**config.mk**
```make
export PLATFORM = sky130hd
export DESIGN_NAME = time_triggered_task_dispatcher_unit_flat
export DESIGN_NICKNAME = d
export VERILOG_FILES = /design/src/rtl/core/ttd_pkg.sv /design/src/rtl/core/ttd_in_if.sv /design/src/rtl/core/ttd_out_if.sv /design/src/rtl/core/time_triggered_task_dispatcher_unit.sv /design/src/flat_wrapper.sv
export SDC_FILE = /design/constraint.sdc
export NUM_CORES = 1
export LEC_CHECK = 0
export ABC_CLOCK_PERIOD_IN_PS = 7210
export BUFFER_PORTS_ARGS = -buffer_cell sky130_fd_sc_hd__buf_2
export CORE_ASPECT_RATIO = 1.2
export CORE_MARGIN = 2
export CORE_UTILIZATION = 62
export DETAILED_ROUTE_END_ITERATION = 8
export PLACE_DENSITY_LB_ADDON = 0.25
export SYNTH_ARGS = -nofsm -noshare
export SYNTH_HDL_FRONTEND = slang
export SYNTH_SLANG_ARGS = --single-unit
export TNS_END_PERCENT = 10
```
**constraint.sdc**
```tcl
create_clock -name i_clk -period 7.21 [get_ports i_clk]
set_input_delay 0.721 -clock i_clk [delete_from_list [all_inputs] [get_ports i_clk]]
set_output_delay 0.721 -clock i_clk [all_outputs]
set_load 0.02 [all_outputs]
```
**src/rtl/core/ttd_pkg.sv**
```systemverilog
// shared types, codes and microcode table of the time-triggered task dispatcher
`timescale 1ns / 1ps
package ttd_pkg;

    // payload widths
    localparam int ACTION_W = 2;
    localparam int WORD_W   = 32;
    localparam int KIND_W   = 2;
    localparam int SLOT_W   = 3;
    localparam int CFG_IDX_W = 2;

    localparam int TASK_SLOTS_DEF = 8;
    localparam int RES_LIMIT      = 9;
    localparam int NRES_W         = 4;

    // reset values of the configuration registers
    localparam logic [WORD_W-1:0] MACRO_PERIOD_RST   = 32'd999;
    localparam logic [WORD_W-1:0] EXPECTED_TS_RST    = 32'd500;
    localparam logic [WORD_W-1:0] MAX_CORRECTION_RST = 32'd50;

    // configuration register indexes
    localparam logic [CFG_IDX_W-1:0] REG_MACRO_PERIOD   = 2'd0;
    localparam logic [CFG_IDX_W-1:0] REG_EXPECTED_TS    = 2'd1;
    localparam logic [CFG_IDX_W-1:0] REG_MAX_CORRECTION = 2'd2;

    // request actions
    localparam logic [ACTION_W-1:0] ACT_TICK = 2'd0;
    localparam logic [ACTION_W-1:0] ACT_ADD  = 2'd1;
    localparam logic [ACTION_W-1:0] ACT_SYNC = 2'd2;

    // result kinds
    localparam logic [KIND_W-1:0] KIND_DUE    = 2'd0;
    localparam logic [KIND_W-1:0] KIND_ADD    = 2'd1;
    localparam logic [KIND_W-1:0] KIND_RELOAD = 2'd2;

    // add answer status
    localparam logic ST_ACCEPTED = 1'b0;
    localparam logic ST_FULL     = 1'b1;

    // datapath operations of a control word
    localparam int OP_W = 4;
    localparam logic [OP_W-1:0] OP_NOP     = 4'd0;
    localparam logic [OP_W-1:0] OP_RESTORE = 4'd1;
    localparam logic [OP_W-1:0] OP_DUE     = 4'd2;
    localparam logic [OP_W-1:0] OP_FLUSH   = 4'd3;
    localparam logic [OP_W-1:0] OP_SEARCH  = 4'd4;
    localparam logic [OP_W-1:0] OP_TAKE    = 4'd5;
    localparam logic [OP_W-1:0] OP_DIFF    = 4'd6;
    localparam logic [OP_W-1:0] OP_CLAMP   = 4'd7;
    localparam logic [OP_W-1:0] OP_APPLY   = 4'd8;
    localparam logic [OP_W-1:0] OP_NOTE    = 4'd9;

    // sequencing of a control word
    localparam int JMP_W = 2;
    localparam logic [JMP_W-1:0] JMP_NEXT = 2'd0;
    localparam logic [JMP_W-1:0] JMP_GOTO = 2'd1;
    localparam logic [JMP_W-1:0] JMP_MORE = 2'd2;  // loop while slots remain
    localparam logic [JMP_W-1:0] JMP_BUSY = 2'd3;  // loop while slot used and slots remain

    // program addresses
    localparam int PC_W = 4;
    localparam logic [PC_W-1:0] PC_IDLE     = 4'd0;
    localparam logic [PC_W-1:0] PC_T_RESTORE = 4'd1;
    localparam logic [PC_W-1:0] PC_T_WALK   = 4'd2;
    localparam logic [PC_W-1:0] PC_FLUSH    = 4'd3;
    localparam logic [PC_W-1:0] PC_A_SEARCH = 4'd4;
    localparam logic [PC_W-1:0] PC_A_TAKE   = 4'd5;
    localparam logic [PC_W-1:0] PC_S_DIFF   = 4'd6;
    localparam logic [PC_W-1:0] PC_S_CLAMP  = 4'd7;
    localparam logic [PC_W-1:0] PC_S_APPLY  = 4'd8;
    localparam logic [PC_W-1:0] PC_S_NOTE   = 4'd9;

    typedef struct packed {
        logic [OP_W-1:0]  op;
        logic [JMP_W-1:0] jmp;
        logic [PC_W-1:0]  target;
    } t_ctrl;

    function automatic t_ctrl ttd_ucode(input logic [PC_W-1:0] pc);
        t_ctrl w;
        w = '{op: OP_NOP, jmp: JMP_GOTO, target: PC_IDLE};
        case (pc)
            PC_IDLE:      w = '{op: OP_NOP,     jmp: JMP_GOTO, target: PC_IDLE};
            PC_T_RESTORE: w = '{op: OP_RESTORE, jmp: JMP_NEXT, target: PC_IDLE};
            PC_T_WALK:    w = '{op: OP_DUE,     jmp: JMP_MORE, target: PC_T_WALK};
            PC_FLUSH:     w = '{op: OP_FLUSH,   jmp: JMP_GOTO, target: PC_IDLE};
            PC_A_SEARCH:  w = '{op: OP_SEARCH,  jmp: JMP_BUSY, target: PC_A_SEARCH};
            PC_A_TAKE:    w = '{op: OP_TAKE,    jmp: JMP_GOTO, target: PC_FLUSH};
            PC_S_DIFF:    w = '{op: OP_DIFF,    jmp: JMP_NEXT, target: PC_IDLE};
            PC_S_CLAMP:   w = '{op: OP_CLAMP,   jmp: JMP_NEXT, target: PC_IDLE};
            PC_S_APPLY:   w = '{op: OP_APPLY,   jmp: JMP_NEXT, target: PC_IDLE};
            PC_S_NOTE:    w = '{op: OP_NOTE,    jmp: JMP_GOTO, target: PC_FLUSH};
            default:      w = '{op: OP_NOP,     jmp: JMP_GOTO, target: PC_IDLE};
        endcase
        return w;
    endfunction

    // program entry for each action, undefined actions stay idle
    function automatic logic [PC_W-1:0] ttd_entry(input logic [ACTION_W-1:0] action);
        logic [PC_W-1:0] pc;
        pc = PC_IDLE;
        case (action)
            ACT_TICK: pc = PC_T_RESTORE;
            ACT_ADD:  pc = PC_A_SEARCH;
            ACT_SYNC: pc = PC_S_DIFF;
            default:  pc = PC_IDLE;
        endcase
        return pc;
    endfunction

endpackage

```
**src/rtl/core/ttd_in_if.sv**
```systemverilog
// request channel of the dispatcher: action and task or sync fields
`timescale 1ns / 1ps
interface ttd_in_if;
    import ttd_pkg::*;

    logic                valid;
    logic                ready;
    logic [ACTION_W-1:0] action;
    logic [WORD_W-1:0]   initial_delay;
    logic [WORD_W-1:0]   period;
    logic [WORD_W-1:0]   rx_timestamp;

    modport source (
        output valid, action, initial_delay, period, rx_timestamp,
        input  ready
    );
    modport sink (
        input  valid, action, initial_delay, period, rx_timestamp,
        output ready
    );
endinterface

```
**src/rtl/core/ttd_out_if.sv**
```systemverilog
// result channel of the dispatcher: due events, add answers, reload changes
`timescale 1ns / 1ps
interface ttd_out_if;
    import ttd_pkg::*;

    logic              valid;
    logic              ready;
    logic [KIND_W-1:0] kind;
    logic [SLOT_W-1:0] slot;
    logic              status;
    logic [WORD_W-1:0] reload_value;
    logic              last;

    modport source (
        output valid, kind, slot, status, reload_value, last,
        input  ready
    );
    modport sink (
        input  valid, kind, slot, status, reload_value, last,
        output ready
    );
endinterface

```
**src/rtl/core/time_triggered_task_dispatcher_unit.sv**
```systemverilog
// time-triggered task dispatcher: microcoded sequencer over a task slot table
// usage:
//   i_req carries one request: a tick, an add task or a sync message. o_res
//   returns the results of that request one per transfer, the final one with
//   last set; a quiet tick or an undefined action returns nothing.
//   configuration (macro period, expected timestamp, max correction) is
//   written on i_cfg_we / i_cfg_idx / i_cfg_data while no request is in work.
// sequencing:
//   one request at a time; the step counter walks a 10-word control store.
//   tick: restore, one slot per cycle unless the output stalls, flush
//   add: free-slot search one slot per cycle unless the output stalls, take, flush
//   sync: difference, clamp, saturating apply, note, flush
//   results are held in a staging register until the next result or the
//   flush, so that last can be marked.
// stall: a held output register freezes the sequencer until o_res.ready;
//   nothing is dropped. a new request is taken while a result still waits.
// reset: slot table empty, no correction pending, reload and configuration
//   at their defaults (reload 999).
`timescale 1ns / 1ps
module time_triggered_task_dispatcher_unit #(
    parameter int TASK_SLOTS = ttd_pkg::TASK_SLOTS_DEF
) (
    input  logic                          i_clk,
    input  logic                          i_rst_n,
    input  logic                          i_cfg_we,
    input  logic [ttd_pkg::CFG_IDX_W-1:0] i_cfg_idx,
    input  logic [ttd_pkg::WORD_W-1:0]    i_cfg_data,
    ttd_in_if.sink                        i_req,
    ttd_out_if.source                     o_res
);
    import ttd_pkg::*;

    localparam int IDX_W = (TASK_SLOTS > 1) ? $clog2(TASK_SLOTS) : 1;
    localparam logic [IDX_W-1:0] IDX_LAST = IDX_W'(TASK_SLOTS - 1);

    // configuration
    logic [WORD_W-1:0] r_macro;
    logic [WORD_W-1:0] r_expected;
    logic [WORD_W-1:0] r_max_corr;

    // sequencer
    logic [PC_W-1:0]   r_pc;
    logic [PC_W-1:0]   n_pc;
    logic [IDX_W-1:0]  r_idx;
    logic [IDX_W-1:0]  n_idx;
    logic [NRES_W-1:0] r_nres;

    // slot table
    logic              r_used [TASK_SLOTS];
    logic [WORD_W-1:0] r_cd   [TASK_SLOTS];
    logic [WORD_W-1:0] r_rp   [TASK_SLOTS];

    // request fields and sync datapath
    logic [WORD_W-1:0] r_delay;
    logic [WORD_W-1:0] r_period;
    logic [WORD_W-1:0] r_rx;
    logic [WORD_W-1:0] r_diff;
    logic              r_raise;
    logic              r_pending;
    logic [WORD_W-1:0] r_reload;

    // staging and output registers
    logic              r_hold_valid;
    logic [KIND_W-1:0] r_hold_kind;
    logic [SLOT_W-1:0] r_hold_slot;
    logic              r_hold_status;
    logic [WORD_W-1:0] r_hold_reload;
    logic              r_out_valid;
    logic [KIND_W-1:0] r_out_kind;
    logic [SLOT_W-1:0] r_out_slot;
    logic              r_out_status;
    logic [WORD_W-1:0] r_out_reload;
    logic              r_out_last;

    t_ctrl               w_ctrl;
    logic                w_accept;
    logic                w_go;
    logic                w_used_cur;
    logic [WORD_W-1:0]   w_cd_cur;
    logic                w_cd_low;
    logic                w_at_last;
    logic [SLOT_W+IDX_W-1:0] w_idx_ext;
    logic [SLOT_W-1:0]   w_slot_cur;
    logic                w_stash_req;
    logic                w_stash;
    logic [KIND_W-1:0]   w_st_kind;
    logic [SLOT_W-1:0]   w_st_slot;
    logic                w_st_status;
    logic [WORD_W-1:0]   w_st_reload;
    logic                w_push;
    logic                w_flush;
    logic [WORD_W:0]     w_sub_a;
    logic [WORD_W:0]     w_sub_b;
    logic                w_rx_above;
    logic [WORD_W:0]     w_up;
    logic [WORD_W:0]     w_dn;
    logic [WORD_W-1:0]   w_new_reload;

    assign w_ctrl     = ttd_ucode(r_pc);
    assign w_accept   = i_req.valid && i_req.ready;
    assign w_go       = (r_pc != PC_IDLE) && (!r_out_valid || o_res.ready);
    assign w_used_cur = r_used[r_idx];
    assign w_cd_cur   = r_cd[r_idx];
    assign w_cd_low   = (w_cd_cur[WORD_W-1:1] == '0);
    assign w_at_last  = (r_idx == IDX_LAST);
    assign w_idx_ext  = {{SLOT_W{1'b0}}, r_idx};
    assign w_slot_cur = w_idx_ext[SLOT_W-1:0];

    assign i_req.ready = (r_pc == PC_IDLE);

    // sync arithmetic
    assign w_sub_a    = {1'b0, r_rx} - {1'b0, r_expected};
    assign w_sub_b    = {1'b0, r_expected} - {1'b0, r_rx};
    assign w_rx_above = !w_sub_a[WORD_W] && (w_sub_a[WORD_W-1:0] != '0);
    assign w_up       = {1'b0, r_macro} + {1'b0, r_diff};
    assign w_dn       = {1'b0, r_macro} - {1'b0, r_diff};

    always_comb begin
        if (r_raise) begin
            w_new_reload = w_up[WORD_W] ? '1 : w_up[WORD_W-1:0];
        end else begin
            w_new_reload = w_dn[WORD_W] ? '0 : w_dn[WORD_W-1:0];
        end
    end

    // result produced by the current step
    always_comb begin
        w_stash_req = 1'b0;
        w_st_kind   = KIND_RELOAD;
        w_st_slot   = '0;
        w_st_status = ST_ACCEPTED;
        w_st_reload = r_reload;
        case (w_ctrl.op)
            OP_RESTORE: begin
                w_stash_req = r_pending;
                w_st_reload = r_macro;
            end
            OP_DUE: begin
                w_stash_req = w_used_cur && w_cd_low;
                w_st_kind   = KIND_DUE;
                w_st_slot   = w_slot_cur;
            end
            OP_TAKE: begin
                w_stash_req = 1'b1;
                w_st_kind   = KIND_ADD;
                w_st_slot   = w_used_cur ? '0 : w_slot_cur;
                w_st_status = w_used_cur ? ST_FULL : ST_ACCEPTED;
            end
            OP_NOTE: begin
                w_stash_req = 1'b1;
            end
            default: begin
                w_stash_req = 1'b0;
            end
        endcase
    end

    assign w_stash = w_go && w_stash_req && (r_nres < NRES_W'(RES_LIMIT));
    assign w_push  = w_stash && r_hold_valid;
    assign w_flush = w_go && (w_ctrl.op == OP_FLUSH) && r_hold_valid;

    // next step and slot index
    always_comb begin
        n_pc  = r_pc;
        n_idx = r_idx;
        if (w_accept) begin
            n_pc  = ttd_entry(i_req.action);
            n_idx = '0;
        end else if (w_go) begin
            case (w_ctrl.jmp)
                JMP_NEXT: n_pc = r_pc + 1'b1;
                JMP_GOTO: n_pc = w_ctrl.target;
                JMP_MORE: n_pc = w_at_last ? r_pc + 1'b1 : w_ctrl.target;
                JMP_BUSY: n_pc = (w_used_cur && !w_at_last) ? w_ctrl.target : r_pc + 1'b1;
                default:  n_pc = PC_IDLE;
            endcase
            if ((w_ctrl.op == OP_DUE && !w_at_last) ||
                (w_ctrl.op == OP_SEARCH && w_used_cur && !w_at_last)) begin
                n_idx = r_idx + 1'b1;
            end
        end
    end

    // control state
    always_ff @(posedge i_clk) begin
        if (!i_rst_n) begin
            r_pc         <= PC_IDLE;
            r_idx        <= '0;
            r_nres       <= '0;
            r_macro      <= MACRO_PERIOD_RST;
            r_expected   <= EXPECTED_TS_RST;
            r_max_corr   <= MAX_CORRECTION_RST;
            r_pending    <= 1'b0;
            r_reload     <= MACRO_PERIOD_RST;
            r_hold_valid <= 1'b0;
            r_out_valid  <= 1'b0;
            for (int k = 0; k < TASK_SLOTS; k++) begin
                r_used[k] <= 1'b0;
            end
        end else begin
            r_pc  <= n_pc;
            r_idx <= n_idx;
            if (i_cfg_we) begin
                case (i_cfg_idx)
                    REG_MACRO_PERIOD:   r_macro    <= i_cfg_data;
                    REG_EXPECTED_TS:    r_expected <= i_cfg_data;
                    REG_MAX_CORRECTION: r_max_corr <= i_cfg_data;
                    default: ;
                endcase
            end
            if (w_accept) begin
                r_nres <= '0;
            end else if (w_stash) begin
                r_nres <= r_nres + 1'b1;
            end
            if (w_go && w_ctrl.op == OP_RESTORE && r_pending) begin
                r_pending <= 1'b0;
                r_reload  <= r_macro;
            end
            if (w_go && w_ctrl.op == OP_APPLY) begin
                r_pending <= 1'b1;
                r_reload  <= w_new_reload;
            end
            if (w_go && w_ctrl.op == OP_TAKE && !w_used_cur) begin
                r_used[r_idx] <= 1'b1;
            end
            if (w_stash) begin
                r_hold_valid <= 1'b1;
            end else if (w_flush) begin
                r_hold_valid <= 1'b0;
            end
            if (w_push || w_flush) begin
                r_out_valid <= 1'b1;
            end else if (o_res.ready) begin
                r_out_valid <= 1'b0;
            end
        end
    end

    // payload and slot table contents
    always_ff @(posedge i_clk) begin
        if (w_accept) begin
            r_delay  <= i_req.initial_delay;
            r_period <= i_req.period;
            r_rx     <= i_req.rx_timestamp;
        end
        if (w_go && w_ctrl.op == OP_DIFF) begin
            r_raise <= w_rx_above;
            r_diff  <= w_rx_above ? w_sub_a[WORD_W-1:0] : w_sub_b[WORD_W-1:0];
        end
        if (w_go && w_ctrl.op == OP_CLAMP && r_diff > r_max_corr) begin
            r_diff <= r_max_corr;
        end
        if (w_go && w_ctrl.op == OP_DUE && w_used_cur) begin
            // a countdown of zero or one is due now and reloads
            r_cd[r_idx] <= w_cd_low ? r_rp[r_idx] : w_cd_cur - 1'b1;
        end
        if (w_go && w_ctrl.op == OP_TAKE && !w_used_cur) begin
            r_cd[r_idx] <= r_delay;
            r_rp[r_idx] <= r_period;
        end
        if (w_stash) begin
            r_hold_kind   <= w_st_kind;
            r_hold_slot   <= w_st_slot;
            r_hold_status <= w_st_status;
            r_hold_reload <= w_st_reload;
        end
        if (w_push || w_flush) begin
            r_out_kind   <= r_hold_kind;
            r_out_slot   <= r_hold_slot;
            r_out_status <= r_hold_status;
            r_out_reload <= r_hold_reload;
            r_out_last   <= w_flush;
        end
    end

    assign o_res.valid        = r_out_valid;
    assign o_res.kind         = r_out_kind;
    assign o_res.slot         = r_out_slot;
    assign o_res.status       = r_out_status;
    assign o_res.reload_value = r_out_reload;
    assign o_res.last         = r_out_last;

endmodule

```
**src/flat_wrapper.sv**
```systemverilog
// flat-port wrapper written by rule: the top's interface ports become plain ports
module time_triggered_task_dispatcher_unit_flat import ttd_pkg::*;
#(
    parameter int TASK_SLOTS = ttd_pkg::TASK_SLOTS_DEF
)
  (i_clk, i_rst_n, i_cfg_we, i_cfg_idx, i_cfg_data, i_req_valid, i_req_action, i_req_initial_delay, i_req_period, i_req_rx_timestamp, i_req_ready, o_res_valid, o_res_kind, o_res_slot, o_res_status, o_res_reload_value, o_res_last, o_res_ready);
  ttd_in_if i_req_i ();
  ttd_out_if o_res_i ();
  input  logic i_clk;
  input  logic i_rst_n;
  input  logic i_cfg_we;
  input  logic [ttd_pkg::CFG_IDX_W-1:0] i_cfg_idx;
  input  logic [ttd_pkg::WORD_W-1:0] i_cfg_data;
  input wire logic [$bits(i_req_i.valid)-1:0] i_req_valid;
  input wire logic [$bits(i_req_i.action)-1:0] i_req_action;
  input wire logic [$bits(i_req_i.initial_delay)-1:0] i_req_initial_delay;
  input wire logic [$bits(i_req_i.period)-1:0] i_req_period;
  input wire logic [$bits(i_req_i.rx_timestamp)-1:0] i_req_rx_timestamp;
  output wire logic [$bits(i_req_i.ready)-1:0] i_req_ready;
  output wire logic [$bits(o_res_i.valid)-1:0] o_res_valid;
  output wire logic [$bits(o_res_i.kind)-1:0] o_res_kind;
  output wire logic [$bits(o_res_i.slot)-1:0] o_res_slot;
  output wire logic [$bits(o_res_i.status)-1:0] o_res_status;
  output wire logic [$bits(o_res_i.reload_value)-1:0] o_res_reload_value;
  output wire logic [$bits(o_res_i.last)-1:0] o_res_last;
  input wire logic [$bits(o_res_i.ready)-1:0] o_res_ready;
  assign i_req_i.valid = i_req_valid;
  assign i_req_i.action = i_req_action;
  assign i_req_i.initial_delay = i_req_initial_delay;
  assign i_req_i.period = i_req_period;
  assign i_req_i.rx_timestamp = i_req_rx_timestamp;
  assign i_req_ready = i_req_i.ready;
  assign o_res_valid = o_res_i.valid;
  assign o_res_kind = o_res_i.kind;
  assign o_res_slot = o_res_i.slot;
  assign o_res_status = o_res_i.status;
  assign o_res_reload_value = o_res_i.reload_value;
  assign o_res_last = o_res_i.last;
  assign o_res_i.ready = o_res_ready;
  time_triggered_task_dispatcher_unit #(.TASK_SLOTS(TASK_SLOTS)) u_core (.i_clk(i_clk), .i_rst_n(i_rst_n), .i_cfg_we(i_cfg_we), .i_cfg_idx(i_cfg_idx), .i_cfg_data(i_cfg_data), .i_req(i_req_i), .o_res(o_res_i));
endmodule
```
==> impl_metrics.yaml, run 1 <==
synth:
  synth_edf_count: 718
  ys_seq_elements: 880
  synth_fp_nets: 3745
  yosysTopAreaCell: "edfxtp_1"
  ys_types: 86
  netlist_top_cells_area: "edfxtp_1 (50%), dfxtp_1 (7.6%), mux4_2 (6.8%)"
  synth_top_area_share_pct: 50.4
  ys_seq_area_share_pct: 57.9
  synth_area_sq_mm: 0.0428
  synth_flop_cell: "edfxtp_1"
  synth_cells: 3431
  synth_warnings: 0
  postSynthAreaPerCell_sq_um: 12.5
  synth-async-reset-ratio_pct: 0
clocking:
  cts_resized: 0
  postCtsHoldBufs: 0
  cts_setup_buffers: 0
  clk_pin_slew_ns: 0.07
  clock_path_buffers: 3
  cts_buffers: 85
  clockRootBuffer: "clkbuf_16"
  htreeDepth: 3
  clkSinkCount: 880
  cts_tree: "done"
  clock_latency_ns: 0.66
place:
  dpl.hpwl_um: 73600
  place_area_sq_mm: 0.0445
  globalplace.congestion: 0.937
  placement.io_buffers: 177
drt:
  final_antenna_net_count: 0
  vias_per_cell: 6.38
  post-route-drc-count: 0
  vias: 28900
  drt_iter0_drc: 3258
  avgRoutedWirePerCell_um: 24.7
  dr.pass1.iters: 5
  routed_wl_um: 112000
grt:
  grt_pass1_vias: 28600
  grt_remaining_overflow: 0
  grt_pass1_wl_um: 170000
  antenna_found_initial: 5
  grt_max_degree: 120
  grt_use_total_pct: 31.3
sta:
  setup_viol_count_final: 0
  timing.final.crit_share_pct: 77.3
  worstMarginPinSlew_ns: 1.24
  rsz0062_at_grt: "no"
  maxSlewHeadroom_pct: 17.1
  fin_worst_skew_ns: 0.0252
  min_period_ns: 5.57
  hold_viol_final: 0
  slew_violations: 0
  fin_tns_setup_ns: 0
  max_clock_freq_ghz: 0.179
floorplanning:
  rows: 105
  dieArea_sq_mm: 0.0712
  ios: 178
  start_util_pct: 62.7
  core_area_sq_mm: 0.0683
  die_y_um: 292
  fp.dieW_um: 244
flow_run:
  cap_violations: 0
power_and_ir_drop:
  switchingPower_mw: 3.00
  p_int_mw: 8.69
  power_frac_comb_pct: 12.7
  irDropWorstVdd_uv: 209
  seq_power_share_pct: 50.4
  power_frac_clock_pct: 36.9
  power_density_mw_per_mm2: 248
  p_leak_nw: 16.7
  p_sw_share_pct: 25.7
worst_setup_path:
  cp-end-kind: "flop"
  cp-start-kind: "flop"
  crit_path_cell_trace: "inv_1, ha_1, fa_1, nand2b_1, a211oi_1, o211ai_1, a31oi_1, a21boi_1, xnor2_1, nor4_1, nand4_1, nand2b_2, mux2i_1, or4_1, nand3_1"
  cp_slowest_cell: "nand2b_2"
  critPathKind: "reg -> reg"
  cpPeakStageDelay_ns: 0.78
  path_max_fanout: 35
  critical_path_required_ns: 7.73
  critPathArrivalTime_ns: 6.09
finish:
  area_growth_pct: 10.2
  layout.nets: 3859
  nFillCells: 4786
  drive_gt1_share_pct: 15.5
  final_cell_area_sq_mm: 0.0472
hold_path:
  hold_class: "in -> reg"
outcome:
  outcome: "complete, no violations"
[state kept, by name, indices dropped and copies added (netlist names), 4 cells and up, named ones only]
name and cells:
u_core.o_res.reload_value 32, u_core.r_cd 256, u_core.r_delay 32, u_core.r_diff 32
u_core.r_expected 32, u_core.r_hold_reload 32, u_core.r_macro 32, u_core.r_max_corr 32
u_core.r_nres 4, u_core.r_pc 4, u_core.r_period 32, u_core.r_reload 32
u_core.r_rp 256, u_core.r_rx 32, u_core.r_used 8, u_core.w_ctrl 9
[path summary, 6_finish.rpt]
check / startpoint / to / slack (ns) / cells after the start
setup / recovery: u_core.r_rx[0] / u_core.r_diff[25] / 1.64 / 15
hold / removal: i_req_initial_delay[18] / u_core.r_delay[18] / 0.24 / 1
setup reg to reg: u_core.r_rx[0] / u_core.r_diff[25] / 1.64 / 15
hold reg to reg: u_core.r_hold_reload[0] / u_core.o_res.reload_value[0] / 0.41 / 0
[power by group through the flow]
stage | clock network (mW) | logic, mW | registers, mW
floorplan | 0 | 1.07 | 5.93
global placement | 0 | 1.43 | 5.97
detailed placement | 0 | 1.45 | 5.99
CTS | 4.36 | 1.47 | 5.88
global route | 4.54 | 1.62 | 5.91
finish | 4.31 | 1.49 | 5.89
[cell usage after synthesis (22+ instances only)]
library cell	count
and3_1	28
o211ai_1	35
mux4_2	130
nand2_1	324
a21o_1	52
xor2_1	36
nor2_1	207
a21oi_1	242
clkbuf_1	143
dfxtp_1	162
nand3_1	53
nor3_1	56
a31oi_1	34
o21bai_1	36
edfxtp_1	718
inv_1	199
mux2_2	44
nor2b_1	34
o21ai_0	111
ha_1	173
buf_1	22
a21boi_0	90
xnor2_1	45
nand4_1	24
mux2i_1	100
[kinds of logic after synthesis]
group / count (synthesis) / synth area share, %
flip-flops: 880 / 57.9
AND/OR/NAND/NOR: 858 / 9.40
AO/OA/AOI/OAI: 773 / 11.9
buffers and inverters: 388 / 3.56
multiplexers: 274 / 10.3
adder cells (fa/ha/maj): 177 / 5.24
XOR/XNOR: 81 / 1.66
[area by class of cell]
type / instances / area (sq um) / share of cell area [%]
flip-flops and latches: 880 / 24800 / 52.6
diodes: 4 / 10.0 / 0.0212
clock inverters: 41 / 359 / 0.761
inverters: 201 / 757 / 1.60
repair buffers: 214 / 1180 / 2.50
multi-input cells: 2163 / 16600 / 35.2
well taps: 909 / 1140 / 2.41
clock buffers: 112 / 2320 / 4.92
[through the flow]
| step | instances | power, mW | util (%) | hold slack (ns) | setup slack [ns] |
|---|---|---|---|---|---|
| finish | 4524 | 11.7 | 69.1 | 0.237 | 1.64 |
| global route | 4524 | 12.1 | 69.1 | 0.223 | 1.25 |
| detailed placement | 4367 | 7.44 | 65.1 | 0.405 | 1.73 |
| global placement | 4367 | 7.40 | 65.1 | 0.402 | 1.85 |
| CTS | 4520 | 11.7 | 69.0 | 0.203 | 1.66 |
| floorplan | 3431 | 7.00 | - | 0.400 | 1.20 |
[layer usage]
metal	vias up	track usage, %	routed length (um)
met4	2	11.5	3810
met2	1405	48.2	51300
met3	233	5.42	9760
met1	14200	45.3	46800
li1	13000	-	-
met5	-	0	17
[worst max-delay path: cells and delay by family, from the launching register on]
kind | cells | cell delay (ns)
AOI/OAI and AO/OA | 4 | 1.78
DFF | 1 | 0.35
xor gates and xnor gates | 1 | 0.19
adders and majority gates | 2 | 0.65
muxes | 1 | 0.28
buffers and inverters | 1 | 0.07
and+or+nand+nor | 6 | 2.12
[cells in the final DEF, fill, tap and decap left out, types with 20 or more instances in the layout]
cell | Yosys | final
clkbuf_16 | 0 | 88
o21a_1 | 20 | 20
ha_1 | 173 | 173
xnor2_1 | 45 | 45
buf_2 | 11 | 176
o21bai_1 | 36 | 36
nand3_1 | 53 | 53
nand2_1 | 324 | 324
o21ai_0 | 111 | 111
buf_4 | 6 | 37
o211ai_1 | 35 | 35
nor2b_1 | 34 | 34
mux2i_1 | 100 | 100
a21oi_1 | 242 | 241
nor3_1 | 56 | 49
mux2_2 | 44 | 44
dfxtp_1 | 162 | 159
mux4_2 | 130 | 130
a21boi_0 | 90 | 90
a31oi_1 | 34 | 34
inv_1 | 199 | 198
a211oi_1 | 21 | 21
xor2_1 | 36 | 36
clkbuf_1 | 143 | 21
a21o_1 | 52 | 52
nor2_1 | 207 | 198
and3_1 | 28 | 28
edfxtp_1 | 718 | 718
nand4_1 | 24 | 24
No activity file was read; power rests on OpenSTA's default activity.
==> inputs of run 2 (changes only) <==
- ABC_CLOCK_PERIOD_IN_PS: 7210 -> 4610
- CORE_UTILIZATION: 62 -> 56
- clock period: 7.21 -> 4.61 ns (I/O delays scaled with it)
==> run 2 against run 1 <==
Against the previous run: routed wire length is 2.3% lower; critical path depth is 1 lower; register-to-register slack worse by 1.4 ns; sequential cell count stayed put; clock skew is 0.034 ns higher; combinational power is 65% higher; design area is 4.3% higher; clock power is 68% higher; via count is 0.44% higher; global-route usage is 3.6 points lower; count of clock-buffer cells in the layout is 2 lower; sequential power is 56% higher; largest cell class unchanged.
==> impl_metrics.yaml, run 2 (same netlist as run 1, synthesis figures left out) <==
grt:
  grt_remaining_overflow: 0
  grt_pass1_wl_um: 168000
  grt_pass1_vias: 28300
  grt_max_degree: 96
  grt_use_total_pct: 27.8
  antenna_found_initial: 1
sta:
  fin_tns_setup_ns: 0
  setup_viol_count_final: 0
  timing.final.crit_share_pct: 95.2
  setup_ws_ns: 0.220
  min_period_ns: 4.39
  slew_violations: 0
  max_clock_freq_ghz: 0.228
  fin_worst_skew_ns: 0.0595
  hold_viol_final: 0
  maxSlewHeadroom_pct: 32.1
  worstMarginPinSlew_ns: 1.01
clocking:
  clockRootBuffer: "clkbuf_16"
  clkSinkCount: 880
  cts_buffers: 87
  clk_pin_slew_ns: 0.06
  htreeDepth: 3
  clock_path_buffers: 3
  clock_latency_ns: 0.67
  cts_tree: "done"
floorplanning:
  die_y_um: 307
  dieArea_sq_mm: 0.0787
  ios: 178
  rows: 111
  core_area_sq_mm: 0.0760
  start_util_pct: 56.3
  fp.dieW_um: 256
place:
  globalplace.congestion: 0.929
  dpl.hpwl_um: 71900
  placement.io_buffers: 177
  dp_slack_ns: 0.173
  place_area_sq_mm: 0.0453
drt:
  routed_wl_um: 109000
  post-route-drc-count: 0
  dr.pass1.iters: 6
  vias_per_cell: 6.04
  drt_iter0_drc: 3164
  final_antenna_net_count: 0
  vias: 29000
  avgRoutedWirePerCell_um: 22.7
worst_setup_path:
  crit_end: "u_core.r_reload[29]"
  critPathArrivalTime_ns: 4.90
  critical_path_required_ns: 5.12
  cpPeakStageDelay_ns: 0.53
  reg2reg_depth: 14
  reg2reg_from: "u_core.r_diff[7]"
  cp-start-kind: "flop"
  cp_slowest_cell: "o21ai_0"
  crit_path_cell_trace: "inv_1, ha_1, nor3_1, and3_1, a31o_2, a31oi_1, a31oi_1, nand4_1, a221o_1, o21ai_0, a221o_1, xnor2_1, a221oi_1, a211oi_1"
  timing.rr.end: "u_core.r_reload[29]"
  r2r_setup_slack_ns: 0.22
  critPathKind: "reg -> reg"
  cp-end-kind: "flop"
  path_max_fanout: 9
  critPathLaunch: "u_core.r_diff[7]"
outcome:
  outcome: "complete, no violations"
hold_path:
  hold_class: "in -> reg"
finish:
  drive_gt1_share_pct: 17.2
  top_regs: "u_core.r_cd (256), u_core.r_rp (256)"
  final_cell_mix: "edfxtp_1 (718), nand2_1 (324), a21oi_1 (242)"
  area_growth_pct: 15.0
  layout.nets: 4024
  antenna_cells: 0
  final_cell_area_sq_mm: 0.0492
  final_common_cell: "edfxtp_1"
power_and_ir_drop:
  irDropWorstVdd_uv: 339
  p_leak_nw: 17.5
  power_density_mw_per_mm2: 384
flow_run:
  cap_violations: 0
==> run 2: cell types whose count changed in the layout (fill, tap and decap cells not counted), sizes merged <==
cell	before	now
dlygate4sd3	0	93
buf	214	284
bufinv	3	10
diode	4	0
clkbuf	112	110
clkinv	34	36
clkinvlp	1	3
==> run 2: routing by layer <==
layer  track usage (%)  up-vias  wire, um
met5                 0        -        11
met4              8.26        2      2590
met3              3.69      180      8140
met2              44.3     1307     51200
met1              40.1    14100     47200
li1                  -    13400         -
==> run 2: final cells by class <==
| type | count | area [sq um] |
|---|---|---|
| multi-input cells | 2163 | 16600 |
| repair buffers | 377 | 2760 |
| inverters | 201 | 757 |
| fillers | 5679 | 26800 |
| clock buffers | 110 | 2350 |
| well taps | 1017 | 1270 |
| clock inverters | 52 | 611 |
| flip-flops and latches | 880 | 24800 |
==> run 2: worst max-delay path: cells and delay by family (launching register included) <==
family                     cells  cell delay [ns]
buffers and inverters          1             0.07
AOI/OAI and AO/OA              8             2.37
adders and majority gates      1             0.42
and+or+nand+nor                3             0.83
xor gates and xnor gates       1             0.08
DFF                            1             0.45
==> run 2: power breakdown <==
| group | internal, mW | switching, mW | total [mW] |
|---|---|---|---|
| clock | 4.21 | 3.03 | 7.24 |
| sequential | 8.98 | 0.217 | 9.20 |
| combinational | 0.978 | 1.49 | 2.46 |
==> run 2: worst min path at each step <==
stage                             from                           end  slack (ns)  depth (start not counted)
2_1_floorplan    u_core.r_hold_kind[0]          u_core.o_res.kind[0]        0.40                          0
3_3_place_gp   u_core.r_hold_reload[2]  u_core.o_res.reload_value[2]        0.40                          0
3_5_place_dp   u_core.r_hold_reload[0]  u_core.o_res.reload_value[0]        0.40                          0
4_1_cts        i_req_initial_delay[29]            u_core.r_delay[29]       0.002                          1
5_1_grt        i_req_initial_delay[29]            u_core.r_delay[29]        0.01                          1
6_report       i_req_initial_delay[29]            u_core.r_delay[29]        0.02                          1
==> run 2: metrics by stage <==
step           instances  util [%]  power [mW]  hold slack, ns
3_3_place_gp        4545      59.6        11.7           0.402
4_1_cts             4800      64.7        19.0         0.00234
5_1_grt             4800      64.8        19.6          0.0144
3_5_place_dp        4545      59.6        11.7           0.405
2_1_floorplan       3431         -        11.0           0.400
6_report            4800      64.8        18.9          0.0245
==> run 2: what timing repair did <==
action / CTS / global route
setup endpoints to repair: 0 / 66
setup buffers: 0 / 0
endpoints found under the hold margin: 93 / 0
resized for setup: 0 / 13
hold buffers: 93 / 0
